[src/rtl/lped_pkg.sv]
// Shared types and constants for the length-prefixed entry deframer.
package lped_pkg;

	// Parse phases.
	localparam logic [2:0] PH_COUNT = 3'd0;
	localparam logic [2:0] PH_PLEN  = 3'd1;
	localparam logic [2:0] PH_PATH  = 3'd2;
	localparam logic [2:0] PH_DLEN  = 3'd3;
	localparam logic [2:0] PH_DATA  = 3'd4;
	localparam logic [2:0] PH_HALT  = 3'd5;

	// Status codes.
	localparam logic [2:0] ST_BUSY  = 3'd0;
	localparam logic [2:0] ST_DONE  = 3'd1;
	localparam logic [2:0] ST_TRUNC = 3'd2;
	localparam logic [2:0] ST_COUNT = 3'd3;
	localparam logic [2:0] ST_PATH  = 3'd4;
	localparam logic [2:0] ST_DATA  = 3'd5;
	localparam logic [2:0] ST_TOTAL = 3'd6;

	// Byte roles.
	localparam logic [1:0] ROLE_HDR  = 2'd0;
	localparam logic [1:0] ROLE_PATH = 2'd1;
	localparam logic [1:0] ROLE_DATA = 2'd2;

	// Configuration register indexes.
	localparam logic [1:0] CFG_MAX_ENTRY = 2'd0;
	localparam logic [1:0] CFG_MAX_PATH  = 2'd1;
	localparam logic [1:0] CFG_MAX_DATA  = 2'd2;
	localparam logic [1:0] CFG_MAX_TOTAL = 2'd3;

	localparam int CFG_DATA_W = 36;

	// Limit values after reset.
	localparam logic [31:0] RST_MAX_ENTRY = 32'd200000;
	localparam logic [31:0] RST_MAX_PATH  = 32'd4096;
	localparam logic [31:0] RST_MAX_DATA  = 32'd33554432;
	localparam logic [35:0] RST_MAX_TOTAL = 36'd268435456;

	localparam int QUEUE_DEPTH = 2;

	typedef struct packed {
		logic [7:0]  out_byte;
		logic [1:0]  byte_role;
		logic [31:0] entry_index;
		logic        path_done;
		logic        entry_done;
		logic [2:0]  status;
	} result_t;

endpackage

[src/rtl/lped_front.sv]
// Front end: accepts bytes, runs the framing parser and classifies each byte.
module lped_front (
	input  logic                           clk,
	input  logic                           arst_n,
	input  logic                           accept,
	input  logic [7:0]                     data_byte,
	input  logic                           stream_end,
	input  logic                           cfg_we,
	input  logic [1:0]                     cfg_index,
	input  logic [lped_pkg::CFG_DATA_W-1:0] cfg_data,
	output lped_pkg::result_t              result
);

	logic [31:0] max_entry_q, max_path_q, max_data_q;
	logic [35:0] max_total_q;

	logic [2:0]  phase_q, phase_n;
	logic [1:0]  pos_q, pos_n;
	logic [23:0] asm_q, asm_n;
	logic [31:0] left_q, left_n;
	logic [31:0] entries_q, entries_n;
	logic [31:0] entry_q, entry_n;
	logic [36:0] total_q, total_n;
	logic [2:0]  final_q, final_n;

	logic [31:0] len_v;
	logic [36:0] len_sum;
	logic        do_finish;

	assign len_v   = {data_byte, asm_q};
	assign len_sum = total_q + {5'd0, len_v};

	always_comb begin
		phase_n   = phase_q;
		pos_n     = pos_q;
		asm_n     = asm_q;
		left_n    = left_q;
		entries_n = entries_q;
		entry_n   = entry_q;
		total_n   = total_q;
		final_n   = final_q;
		do_finish = 1'b0;

		result.out_byte    = data_byte;
		result.byte_role   = lped_pkg::ROLE_HDR;
		result.entry_index = '0;
		result.path_done   = 1'b0;
		result.entry_done  = 1'b0;
		result.status      = lped_pkg::ST_BUSY;

		case (phase_q)
			lped_pkg::PH_HALT: begin
				result.status = final_q;
			end
			lped_pkg::PH_PATH, lped_pkg::PH_DATA: begin
				result.entry_index = entry_q;
				result.byte_role   = (phase_q == lped_pkg::PH_PATH) ?
					lped_pkg::ROLE_PATH : lped_pkg::ROLE_DATA;
				left_n = left_q - 32'd1;
				if (left_q == 32'd1) begin
					if (phase_q == lped_pkg::PH_PATH) begin
						result.path_done = 1'b1;
						phase_n          = lped_pkg::PH_DLEN;
					end else begin
						result.entry_done = 1'b1;
						do_finish         = 1'b1;
					end
				end
			end
			lped_pkg::PH_COUNT, lped_pkg::PH_PLEN, lped_pkg::PH_DLEN: begin
				// The entry counter is still zero while the count header is parsed.
				result.entry_index = entry_q;
				pos_n = pos_q + 2'd1;
				case (pos_q)
					2'd0: asm_n[7:0]   = data_byte;
					2'd1: asm_n[15:8]  = data_byte;
					2'd2: asm_n[23:16] = data_byte;
					default: asm_n     = '0;
				endcase
				if (pos_q == 2'd3) begin
					if (phase_q == lped_pkg::PH_COUNT) begin
						if (len_v > max_entry_q) begin
							phase_n = lped_pkg::PH_HALT;
							final_n = lped_pkg::ST_COUNT;
							result.status = lped_pkg::ST_COUNT;
						end else begin
							entries_n = len_v;
							if (len_v == 32'd0) begin
								phase_n = lped_pkg::PH_HALT;
								final_n = lped_pkg::ST_DONE;
								result.status = lped_pkg::ST_DONE;
							end else begin
								phase_n = lped_pkg::PH_PLEN;
							end
						end
					end else if (phase_q == lped_pkg::PH_PLEN) begin
						if (len_v > max_path_q) begin
							phase_n = lped_pkg::PH_HALT;
							final_n = lped_pkg::ST_PATH;
							result.status = lped_pkg::ST_PATH;
						end else begin
							// The path length joins the running total now, so the data
							// length check needs only one more add.
							total_n = len_sum;
							if (len_v == 32'd0) begin
								result.path_done = 1'b1;
								phase_n = lped_pkg::PH_DLEN;
							end else begin
								left_n  = len_v;
								phase_n = lped_pkg::PH_PATH;
							end
						end
					end else begin
						if (len_v > max_data_q) begin
							phase_n = lped_pkg::PH_HALT;
							final_n = lped_pkg::ST_DATA;
							result.status = lped_pkg::ST_DATA;
						end else if (len_sum > {1'b0, max_total_q}) begin
							phase_n = lped_pkg::PH_HALT;
							final_n = lped_pkg::ST_TOTAL;
							result.status = lped_pkg::ST_TOTAL;
						end else begin
							total_n = len_sum;
							if (len_v == 32'd0) begin
								result.entry_done = 1'b1;
								do_finish = 1'b1;
							end else begin
								left_n  = len_v;
								phase_n = lped_pkg::PH_DATA;
							end
						end
					end
				end
			end
			default: begin
				phase_n = lped_pkg::PH_COUNT;
			end
		endcase

		if (do_finish) begin
			entry_n   = entry_q + 32'd1;
			entries_n = entries_q - 32'd1;
			if (entries_q == 32'd1) begin
				phase_n = lped_pkg::PH_HALT;
				final_n = lped_pkg::ST_DONE;
				result.status = lped_pkg::ST_DONE;
			end else begin
				phase_n = lped_pkg::PH_PLEN;
			end
		end

		// The flagged last byte closes the message and starts the next one clean.
		if (stream_end) begin
			if (phase_n != lped_pkg::PH_HALT) begin
				result.status = lped_pkg::ST_TRUNC;
			end
			phase_n   = lped_pkg::PH_COUNT;
			pos_n     = '0;
			asm_n     = '0;
			left_n    = '0;
			entries_n = '0;
			entry_n   = '0;
			total_n   = '0;
			final_n   = lped_pkg::ST_BUSY;
		end
	end

	always_ff @(posedge clk or negedge arst_n) begin
		if (!arst_n) begin
			phase_q   <= lped_pkg::PH_COUNT;
			pos_q     <= '0;
			asm_q     <= '0;
			left_q    <= '0;
			entries_q <= '0;
			entry_q   <= '0;
			total_q   <= '0;
			final_q   <= lped_pkg::ST_BUSY;
		end else if (accept) begin
			phase_q   <= phase_n;
			pos_q     <= pos_n;
			asm_q     <= asm_n;
			left_q    <= left_n;
			entries_q <= entries_n;
			entry_q   <= entry_n;
			total_q   <= total_n;
			final_q   <= final_n;
		end
	end

	always_ff @(posedge clk or negedge arst_n) begin
		if (!arst_n) begin
			max_entry_q <= lped_pkg::RST_MAX_ENTRY;
			max_path_q  <= lped_pkg::RST_MAX_PATH;
			max_data_q  <= lped_pkg::RST_MAX_DATA;
			max_total_q <= lped_pkg::RST_MAX_TOTAL;
		end else if (cfg_we) begin
			case (cfg_index)
				lped_pkg::CFG_MAX_ENTRY: max_entry_q <= cfg_data[31:0];
				lped_pkg::CFG_MAX_PATH:  max_path_q  <= cfg_data[31:0];
				lped_pkg::CFG_MAX_DATA:  max_data_q  <= cfg_data[31:0];
				lped_pkg::CFG_MAX_TOTAL: max_total_q <= cfg_data[35:0];
				default: ;
			endcase
		end
	end

`ifndef SYNTH
	a_halt_has_status: assert property (@(posedge clk) disable iff (!arst_n)
		phase_q == lped_pkg::PH_HALT |-> final_q != lped_pkg::ST_BUSY)
		else $error("halted parser without a final status");

	a_end_clears: assert property (@(posedge clk) disable iff (!arst_n)
		accept && stream_end |=> phase_q == lped_pkg::PH_COUNT && pos_q == 2'd0)
		else $error("parser not cleared after the last byte");

	a_field_nonempty: assert property (@(posedge clk) disable iff (!arst_n)
		(phase_q == lped_pkg::PH_PATH || phase_q == lped_pkg::PH_DATA) |-> left_q != 32'd0)
		else $error("byte field entered with nothing left");
`endif

endmodule

[src/rtl/lped_queue.sv]
// Back end: a short result queue that delivers tagged bytes to the output channel.
module lped_queue (
	input  logic              clk,
	input  logic              arst_n,
	input  logic              push,
	input  lped_pkg::result_t push_data,
	output logic              not_full,
	output logic              out_valid,
	input  logic              out_ready,
	output lped_pkg::result_t out_data
);

	localparam int PTR_W = (lped_pkg::QUEUE_DEPTH > 1) ? $clog2(lped_pkg::QUEUE_DEPTH) : 1;
	localparam int CNT_W = $clog2(lped_pkg::QUEUE_DEPTH + 1);

	lped_pkg::result_t slot_q [lped_pkg::QUEUE_DEPTH];
	logic [PTR_W-1:0] wr_q, rd_q;
	logic [CNT_W-1:0] count_q;
	logic             pop;

	assign not_full  = count_q != CNT_W'(lped_pkg::QUEUE_DEPTH);
	assign out_valid = count_q != '0;
	assign out_data  = slot_q[rd_q];
	assign pop       = out_valid && out_ready;

	function automatic logic [PTR_W-1:0] next_ptr(input logic [PTR_W-1:0] p);
		next_ptr = (p == PTR_W'(lped_pkg::QUEUE_DEPTH - 1)) ? '0 : p + PTR_W'(1);
	endfunction

	always_ff @(posedge clk) begin
		if (push) begin
			slot_q[wr_q] <= push_data;
		end
	end

	always_ff @(posedge clk or negedge arst_n) begin
		if (!arst_n) begin
			wr_q    <= '0;
			rd_q    <= '0;
			count_q <= '0;
		end else begin
			if (push) begin
				wr_q <= next_ptr(wr_q);
			end
			if (pop) begin
				rd_q <= next_ptr(rd_q);
			end
			if (push && !pop) begin
				count_q <= count_q + CNT_W'(1);
			end else if (pop && !push) begin
				count_q <= count_q - CNT_W'(1);
			end
		end
	end

`ifndef SYNTH
	a_count_bound: assert property (@(posedge clk) disable iff (!arst_n)
		count_q <= CNT_W'(lped_pkg::QUEUE_DEPTH))
		else $error("result queue overfilled");

	a_full_has_output: assert property (@(posedge clk) disable iff (!arst_n)
		!not_full |-> out_valid)
		else $error("full queue shows no result");

	a_push_counts: assert property (@(posedge clk) disable iff (!arst_n)
		push && !pop |=> count_q == $past(count_q) + CNT_W'(1))
		else $error("transfer into the queue was not counted");
`endif

endmodule

[src/rtl/length_prefixed_entry_deframer.sv]
// Top level of the length-prefixed entry deframer: parser front end and result queue.
// Takes one message byte per transfer and returns one tagged byte per transfer. The
// message is a little-endian 32-bit entry count, then per entry a 32-bit path length,
// the path bytes, a 32-bit data length and the data bytes. Limits from the four
// configuration registers are checked on the byte that completes each length field;
// a byte with stream_end set closes the message (truncated if parsing is unfinished)
// and restarts the parser. Each byte is parsed in the cycle it is accepted and its
// result is registered in the result queue, so the block sustains one byte per cycle
// while the queue is not full; a two-entry result queue keeps input accepted while a
// result waits, and input stalls only when that queue is full.
module length_prefixed_entry_deframer (
	input  logic                           clk,
	input  logic                           arst_n,
	input  logic                           in_valid,
	output logic                           in_ready,
	input  logic [7:0]                     data_byte,
	input  logic                           stream_end,
	output logic                           out_valid,
	input  logic                           out_ready,
	output logic [7:0]                     out_byte,
	output logic [1:0]                     byte_role,
	output logic [31:0]                    entry_index,
	output logic                           path_done,
	output logic                           entry_done,
	output logic [2:0]                     status,
	input  logic                           cfg_we,
	input  logic [1:0]                     cfg_index,
	input  logic [lped_pkg::CFG_DATA_W-1:0] cfg_data
);

	logic              accept;
	lped_pkg::result_t front_res;
	lped_pkg::result_t back_res;

	assign accept = in_valid && in_ready;

	lped_front u_front (
		.clk        (clk),
		.arst_n     (arst_n),
		.accept     (accept),
		.data_byte  (data_byte),
		.stream_end (stream_end),
		.cfg_we     (cfg_we),
		.cfg_index  (cfg_index),
		.cfg_data   (cfg_data),
		.result     (front_res)
	);

	lped_queue u_queue (
		.clk       (clk),
		.arst_n    (arst_n),
		.push      (accept),
		.push_data (front_res),
		.not_full  (in_ready),
		.out_valid (out_valid),
		.out_ready (out_ready),
		.out_data  (back_res)
	);

	assign out_byte    = back_res.out_byte;
	assign byte_role   = back_res.byte_role;
	assign entry_index = back_res.entry_index;
	assign path_done   = back_res.path_done;
	assign entry_done  = back_res.entry_done;
	assign status      = back_res.status;

endmodule
[config.mk]
export PLATFORM = sky130hd
export DESIGN_NAME = length_prefixed_entry_deframer
export DESIGN_NICKNAME = d
export VERILOG_FILES = /design/src/rtl/lped_pkg.sv /design/src/rtl/lped_front.sv /design/src/rtl/lped_queue.sv /design/src/rtl/length_prefixed_entry_deframer.sv
export SDC_FILE = /design/constraint.sdc
export NUM_CORES = 1
export LEC_CHECK = 0
export ABC_CLOCK_PERIOD_IN_PS = 5400
export BUFFER_PORTS_ARGS = -buffer_cell sky130_fd_sc_hd__clkbuf_2
export CORE_ASPECT_RATIO = 0.7
export CORE_UTILIZATION = 50
export CTS_BUF_LIST = sky130_fd_sc_hd__clkbuf_8 sky130_fd_sc_hd__clkbuf_16
export CTS_CLUSTER_DIAMETER = 120
export DETAILED_ROUTE_END_ITERATION = 10
export PLACE_DENSITY = 0.67
export SYNTH_ARGS = -nofsm -noshare
export SYNTH_HDL_FRONTEND = slang
export SYNTH_SLANG_ARGS = --single-unit
export TNS_END_PERCENT = 30
[constraint.sdc]
create_clock -name clk -period 5.4 [get_ports clk]
set_clock_uncertainty 0.2 [all_clocks]
set_input_delay 0.54 -clock clk [delete_from_list [all_inputs] [get_ports clk]]
set_output_delay 0.54 -clock clk [all_outputs]
set_load 0.02 [all_outputs]
# ---- Yosys cells after proc, flatten, opt, wreduce, memory -nomap -nowiden
# Memory sizes are Yosys's and may differ from the RTL's.
# Cells that the tools add are included.
# Widths: inputs -> output; s select.
dict set report classes {
  n_addsub 9
  magnitude_cmp 4
  n_eq_ne 28
  n_mux 96
  n_reduce_logical 36
}
# op n
set ops {}
lappend ops {{$mux 32} 16}
lappend ops {{$mux 37} 8}
lappend ops {{$mux 3} 36}
lappend ops {{$gt 32x32->1} 3}
lappend ops {{$pmux 34 s2} 1}
lappend ops {{$eq 32x1->1 const B} 2}
lappend ops {{$pmux 32 s2} 1}
lappend ops {{$sub 32x1->32 const B} 2}
lappend ops {{$mux 24} 2}
lappend ops {{$pmux 8 s2} 3}
lappend ops {{$add 37x32->37} 1}
lappend ops {{$gt 37x36->1} 1}
lappend ops {{$add 32x1->32 const B} 1}
lappend ops {{$logic_not 32->1} 1}
lappend ops {{$mux 1} 17}
lappend ops {{$mux 2} 8}
lappend ops {{$reduce_and 7->1} 2}
lappend ops {{$ne 3x2->1 const B} 4}
lappend ops {{$reduce_and 2->1} 6}
lappend ops {{$reduce_bool 3->1} 4}
lappend ops {{$reduce_bool 2->1} 5}
lappend ops {{$ne 3x3->1 const B} 3}
lappend ops {{$pmux 3 s3} 1}
lappend ops {{$reduce_and 3->1} 3}
lappend ops {{22 further kinds} 42}
dict set report totals {
  regBits 301
  mem_bits_rw 94
  input_bits 52
  output_inout_bits 49
  memories 1
}
# name words width read_ports rd_ports_with_merged_regs write_ports line_no
set mem_list {}
lappend mem_list {u_queue.slot_q 2 47 1 0 1 lped_queue.sv:16} ;# lped_pkg::result_t slot_q [lped_pkg::QUEUE_DEPTH];

# ---- Longest topological paths before layout
dict set report logic_depth {
  word_depth 12
  ltp_mapped 25
  ltp_nobuf 23
}

# ---- Modules after synthesis
# From an unflattened synthesis, not the netlist that was laid out.
dict set report hier_totals {
  hier_cells 2365
  area_unflattened_um2 23467.5
}
# mod instances cells_each area_each_um2
set by_module_without_submodules {}
lappend by_module_without_submodules {lped_front 1 2202 19801.5}
lappend by_module_without_submodules {lped_queue 1 162 3659.8}
lappend by_module_without_submodules {length_prefixed_entry_deframer 1 1 6.3}

# ---- Worst setup path before layout
# OpenSTA, ideal clock, no wires.
dict set report synth_timing {
  kind {reg-to-reg}
  start {register u_front.asm_q[0]}
  end {register u_front.total_q[11]}
  setup_ns 0.121
  arrival_ns 5.089
  t_required_ns 5.079
  slack_ns -0.010
  path_stages_with_launch 26
  path_buffers 2
  period_less_slack_ns 5.410
  cell_sequence {dfrtp_1 ha_1 inv_1 fa_1 nand2b_1 a21oi_1 o41ai_2 o211ai_1 o21a_1 and2_1 a221oi_1 o21ai_0 xor2_1 ha_1 nand4_1 nor4_1 a32oi_1 nand2_1 o2bb2ai_2 or3_1 o22ai_2 nand2_1 a21o_1 buf_2 buf_6 a22o_1}
}
dict set report synth_via {
  elab_chain_len 8
}
# item line_no
set synth_lines {}
lappend synth_lines {{start: declaration} lped_front.sv:19} ;# logic [23:0] asm_q, asm_n;
lappend synth_lines {{start signal: assignment} lped_front.sv:181} ;# asm_q <= asm_n;
lappend synth_lines {{branches (longest 8 deep; another with $add 37x32->37)} n/a}
lappend synth_lines {{end signal: assignment} lped_front.sv:185} ;# total_q <= total_n;
lappend synth_lines {{end: declaration} lped_front.sv:23} ;# logic [36:0] total_q, total_n;
# Parallel ways; which one is timed is not known. The select of a mux whose other input is x is not followed.
# A chain may end at the register's enable or synchronous reset.

# ---- Worst setup path after layout
dict set report layout_timing {
  start {register u_front.asm_q[3]}
  end {register u_front.entry_q[26]}
}
dict set report layout_via {
  elab_chain_len 10
}
# item line_no
set layout_lines {}
lappend layout_lines {{$add 37x32->37 or $logic_not 32->1 (tied branches)} {lped_front.sv:31, lped_front.sv:124}}
lappend layout_lines {{$gt 37x36->1 or $mux 1 (tied branches)} {lped_front.sv:118, lped_front.sv:124}}
lappend layout_lines {{$mux 1} lped_front.sv:118} ;# end else if (len_sum > {1'b0, max_total_q}) begin
lappend layout_lines {{$mux 1 *} lped_front.sv:114} ;# if (len_v > max_data_q) begin
lappend layout_lines {{$mux 1 *} lped_front.sv:96} ;# end else if (phase_q == lped_pkg::PH_PLEN) begin
lappend layout_lines {{$mux 1 *} lped_front.sv:81} ;# if (phase_q == lped_pkg::PH_COUNT) begin
lappend layout_lines {{$mux 1 *} lped_front.sv:80} ;# if (pos_q == 2'd3) begin
lappend layout_lines {{$pmux 1 s2 *} lped_front.sv:51} ;# case (phase_q)
lappend layout_lines {{$reduce_bool 2->1 (no line) *} n/a}
lappend layout_lines {{$reduce_and 2->1 (no line) *} n/a}
lappend layout_lines {{end signal: assignment} lped_front.sv:184} ;# entry_q <= entry_n;
lappend layout_lines {{end: declaration} lped_front.sv:22} ;# logic [31:0] entry_q, entry_n;
# Mark *: on every way between the ends. The rest lies on a longest branch, timed or not.

==> out/metrics.cfg <==
[status]
status = finished, violations left
failed_checks = negative setup slack

[grt]
antenna_found_initial = 3
grt_pass1_vias = 18200
grt-ovfl-total = 0
track_usage_pct = 29.42
grt_max_degree = 110
grt_pass1_wl_mm = 106.0

[worst_setup_path]
rrSetupSlack_ns = -0.13
cp_num_buf_inv = 4
critPathKind = flip-flop to flip-flop
critPathLaunch = u_front.asm_q[3]$_DFFE_PN0P_
critPathArrivalTime_ns = 5.81
end_kind = flip-flop
path_cells = ha_1, buf_4, o21ai_0, nor2_1, o211ai_1, buf_4, o211ai_1, a31o_2, a211oi_4, o21ai_1, and2_4, xor2_1, ha_1, o21a_1, o21ai_0, a32oi_2, nand2_2, o2bb2ai_4, buf_8, o31ai_4, o2111ai_4, buf_12, or4_4, a21oi_2
endpoint = u_front.entry_q[26]$_DFFE_PN0P_
timing.rr.end = u_front.entry_q[26]$_DFFE_PN0P_
reg2reg_from = u_front.asm_q[3]$_DFFE_PN0P_
critPathRequiredTime_ns = 5.68
startpoint_type = flip-flop
worstPathMaxFanout = 8
crit_family = compound AO/OA/AOI/OAI gates
cp.depth = 24
cpPeakStageDelay_ns = 0.47
slowest_stage = or4_4
worstRegToRegCells = 24

[placed_design]
place_hpwl_mm = 48.40
port_buffers = 100
gp_congestion = 0.9225
place_area_um2 = 24770

[clock_tree]
ctsHtreeMaxLevel = 2
cts-root-buf = clkbuf_16
clock_sinks = 395
cts_tree = yes
insertion_delay_ns = 0.56
cts_made_buffers = 42
cts_buffer_depth = 3
clkTransAtPathRegs_ns = 0.06

[synthesis]
synth_edf_count = 94
ys_seq_elements = 395
synthFlopType = dfrtp_1
synth_largest_area_cell = dfrtp_1
synth_area_leaders = dfrtp_1 (32%), edfxtp_1 (12%), ha_1 (9.6%), mux2_2 (7.4%), o21ai_0 (4.4%)
ys_types = 83
syn_area_per_cell_um2 = 10.01
yosysMostFrequentCell = dfrtp_1
yosys_warnings = 0
synth_area_um2 = 22720
synthArstFlopShare_pct = 76.20
syn_inst = 2270
synth_top_area_share_pct = 32.16
syn_nets = 2497
yosysSeqAreaShare_pct = 45.62
synthTopCellsByCount = dfrtp_1 (292), o21ai_0 (200), inv_1 (188)

[drt]
drtIter0Drc = 1796
drt_wl_total_mm = 68.51
wire_per_inst_um = 22.06
drc = 0
first_pass_iters = 5
via_count = 18710
viasPerCell = 6.026
ant_nets = 0

[die]
die_h_um = 180.4
die_w_um = 256.8
fp-row-count = 64
ios = 101
floorplan.initialDensity_pct = 51.32
dieArea_um2 = 46320
core_um2 = 44280

[layout]
final_nets = 2706
diodes = 0
postLayoutCoreUtil_pct = 60.56
drive_gt1_share_pct = 22.26
area_growth_pct = 18.00
nFillCells = 3708
finish.instance_area_um2 = 26820

[sta]
fin_tns_setup_ns = -2.722
rsz0062_at_grt = true
worstMarginPinSlew_ns = 1.144
fin_crit_ns = 5.532
hold_slack_ns = 0.02972
setup_viol = 71
hold_violations = 0
period_share_pct = 102.4
slew_headroom_pct = 23.03
setup_ws_ns = -0.1315
max_freq_mhz = 180.8
report.final.slew_viol_count = 0

[pwr]
power_density_nw_per_um2 = 458.5
peakVddDrop_uv = 262.5
total_power_mw = 12.30
p_seq_share_pct = 33.3
comb_power_share_pct = 42.5
clockPowerShare_pct = 24.2
p_leak_nw = 12.25
intPower_mw = 7.346
p_switching_mw = 4.951
p_sw_share_pct = 40.26

[run]
cap_violations = 0

[hold_path]
hold_class = primary input to flip-flop

sequential cells by signal, indices dropped and copies added (netlist names), 3 cells and up:
register             flops
u_front.total_q         37
u_queue.slot_q          94
u_front.left_q          32
u_front.max_entry_q     32
u_front.entries_q       32
u_front.final_q          3
u_front.phase_q          3
u_front.max_path_q      32
u_front.entry_q         32
u_front.max_total_q     36
u_front.max_data_q      32
u_front.asm_q           24
repair_timing:
item,CTS,global route
setup endpoints to repair,118,142
resized for setup,19,75
setup buffers,5,14
pin swaps,20,39
endpoints found under the hold margin,99,0
hold buffers,3,0
cloned,3,1
metal layers:
layer | track usage, % | share of wire [%]
met1 | 43.80 | 47
met2 | 42.51 | 43
met3 | 7.215 | 8.3
met4 | 7.786 | 2.3
met5 | 0 | 0.016
worst reg2reg max path, delay by kind of cell, from the launching register on:
kind	cells	cell delay [ns]
fa+ha+maj	2	0.62
xor+xnor	1	0.18
buf+inv	4	0.70
flops	1	0.41
simple gates	4	0.89
compound gates	13	2.47
placed cells by master, fill, tap and decap left out, types with 10 or more instances in the layout:
cell / Yosys / final
dfrtp_1: 292 / 291
inv_1: 188 / 199
o21ai_0: 200 / 183
nand2_1: 173 / 172
ha_1: 174 / 172
mux2_2: 150 / 150
a21oi_1: 157 / 138
buf_4: 2 / 126
nor2_1: 126 / 124
clkbuf_2: 0 / 99
edfxtp_1: 94 / 94
clkbuf_16: 0 / 43
nor3_1: 42 / 42
and2_1: 40 / 40
nand3_1: 41 / 39
nand4_1: 38 / 38
a22o_1: 37 / 37
nor4_1: 35 / 33
or3_1: 28 / 26
mux2i_1: 26 / 26
a21o_1: 25 / 25
o22ai_1: 24 / 24
and3_1: 23 / 22
xnor2_1: 22 / 19
o21ai_1: 8 / 17
a211oi_1: 20 / 17
o211ai_1: 16 / 16
xor2_1: 16 / 16
a21oi_2: 0 / 16
a31oi_1: 15 / 14
buf_12: 0 / 14
o21a_1: 13 / 13
o21bai_1: 12 / 12
nor2b_1: 12 / 11
o31ai_1: 12 / 10
cell families (layout without fill, tap and decap cells):
logic type | Yosys count | count (layout) | synth area share [%]
buffers and inverters | 276 | 517 | 4.785
multiplexers | 176 | 176 | 8.578
adder cells (fa/ha/maj) | 175 | 175 | 9.669
flip-flops | 395 | 395 | 45.62
AND/OR/NAND/NOR | 611 | 611 | 13.44
AO/OA/AOI/OAI | 599 | 599 | 16.45
XOR/XNOR | 38 | 38 | 1.465
final cells by class:
type	instances	area (um^2)	share of cell area, %
Sequential cell	395	10370	38.66
Clock buffer	46	1106	4.125
Inverter	188	708.2	2.641
Multi-Input combinational cell	1599	11670	43.51
Timing Repair Buffer	253	1933	7.209
Tap cell	594	743.2	2.772
Clock inverter	30	290.3	1.082
worst min-delay path by stage:
stage,start,to,slack [ns],depth (start not counted)
6_report,cfg_data[34],u_front.max_total_q[34]$_DFFE_PN0P_,0.03,2
3_3_place_gp,u_queue.count_q[1]$_DFFE_PN0P_,u_queue.count_q[1]$_DFFE_PN0P_,0.27,1
4_1_cts,cfg_data[34],u_front.max_total_q[34]$_DFFE_PN0P_,0.02,2
5_1_grt,cfg_data[32],u_front.max_total_q[32]$_DFFE_PN0P_,0.02,2
3_5_place_dp,u_front.left_q[14]$_DFFE_PN0P_,u_front.left_q[14]$_DFFE_PN0P_,0.29,2
2_1_floorplan,arst_n,u_front.asm_q[0]$_DFFE_PN0P_,0.04,0
power by group through the flow:
stage	sequential, mW	clock, mW	combinational [mW]
global placement	4.11	0	4.88
detailed placement	4.14	0	5.00
finish	4.10	2.97	5.22
global route	4.17	3.14	5.75
CTS	4.09	3.02	5.06
floorplan	4.07	0	3.31
metrics by stage:
step	std cells	setup WS [ns]
detailed placement	3005	-0.1737
global route	3105	-0.3319
floorplan	2270	0.03029
CTS	3092	0.005044
finish	3105	-0.1315
global placement	3005	-0.1472
Note: power is estimated with default switching activity, not from simulation.
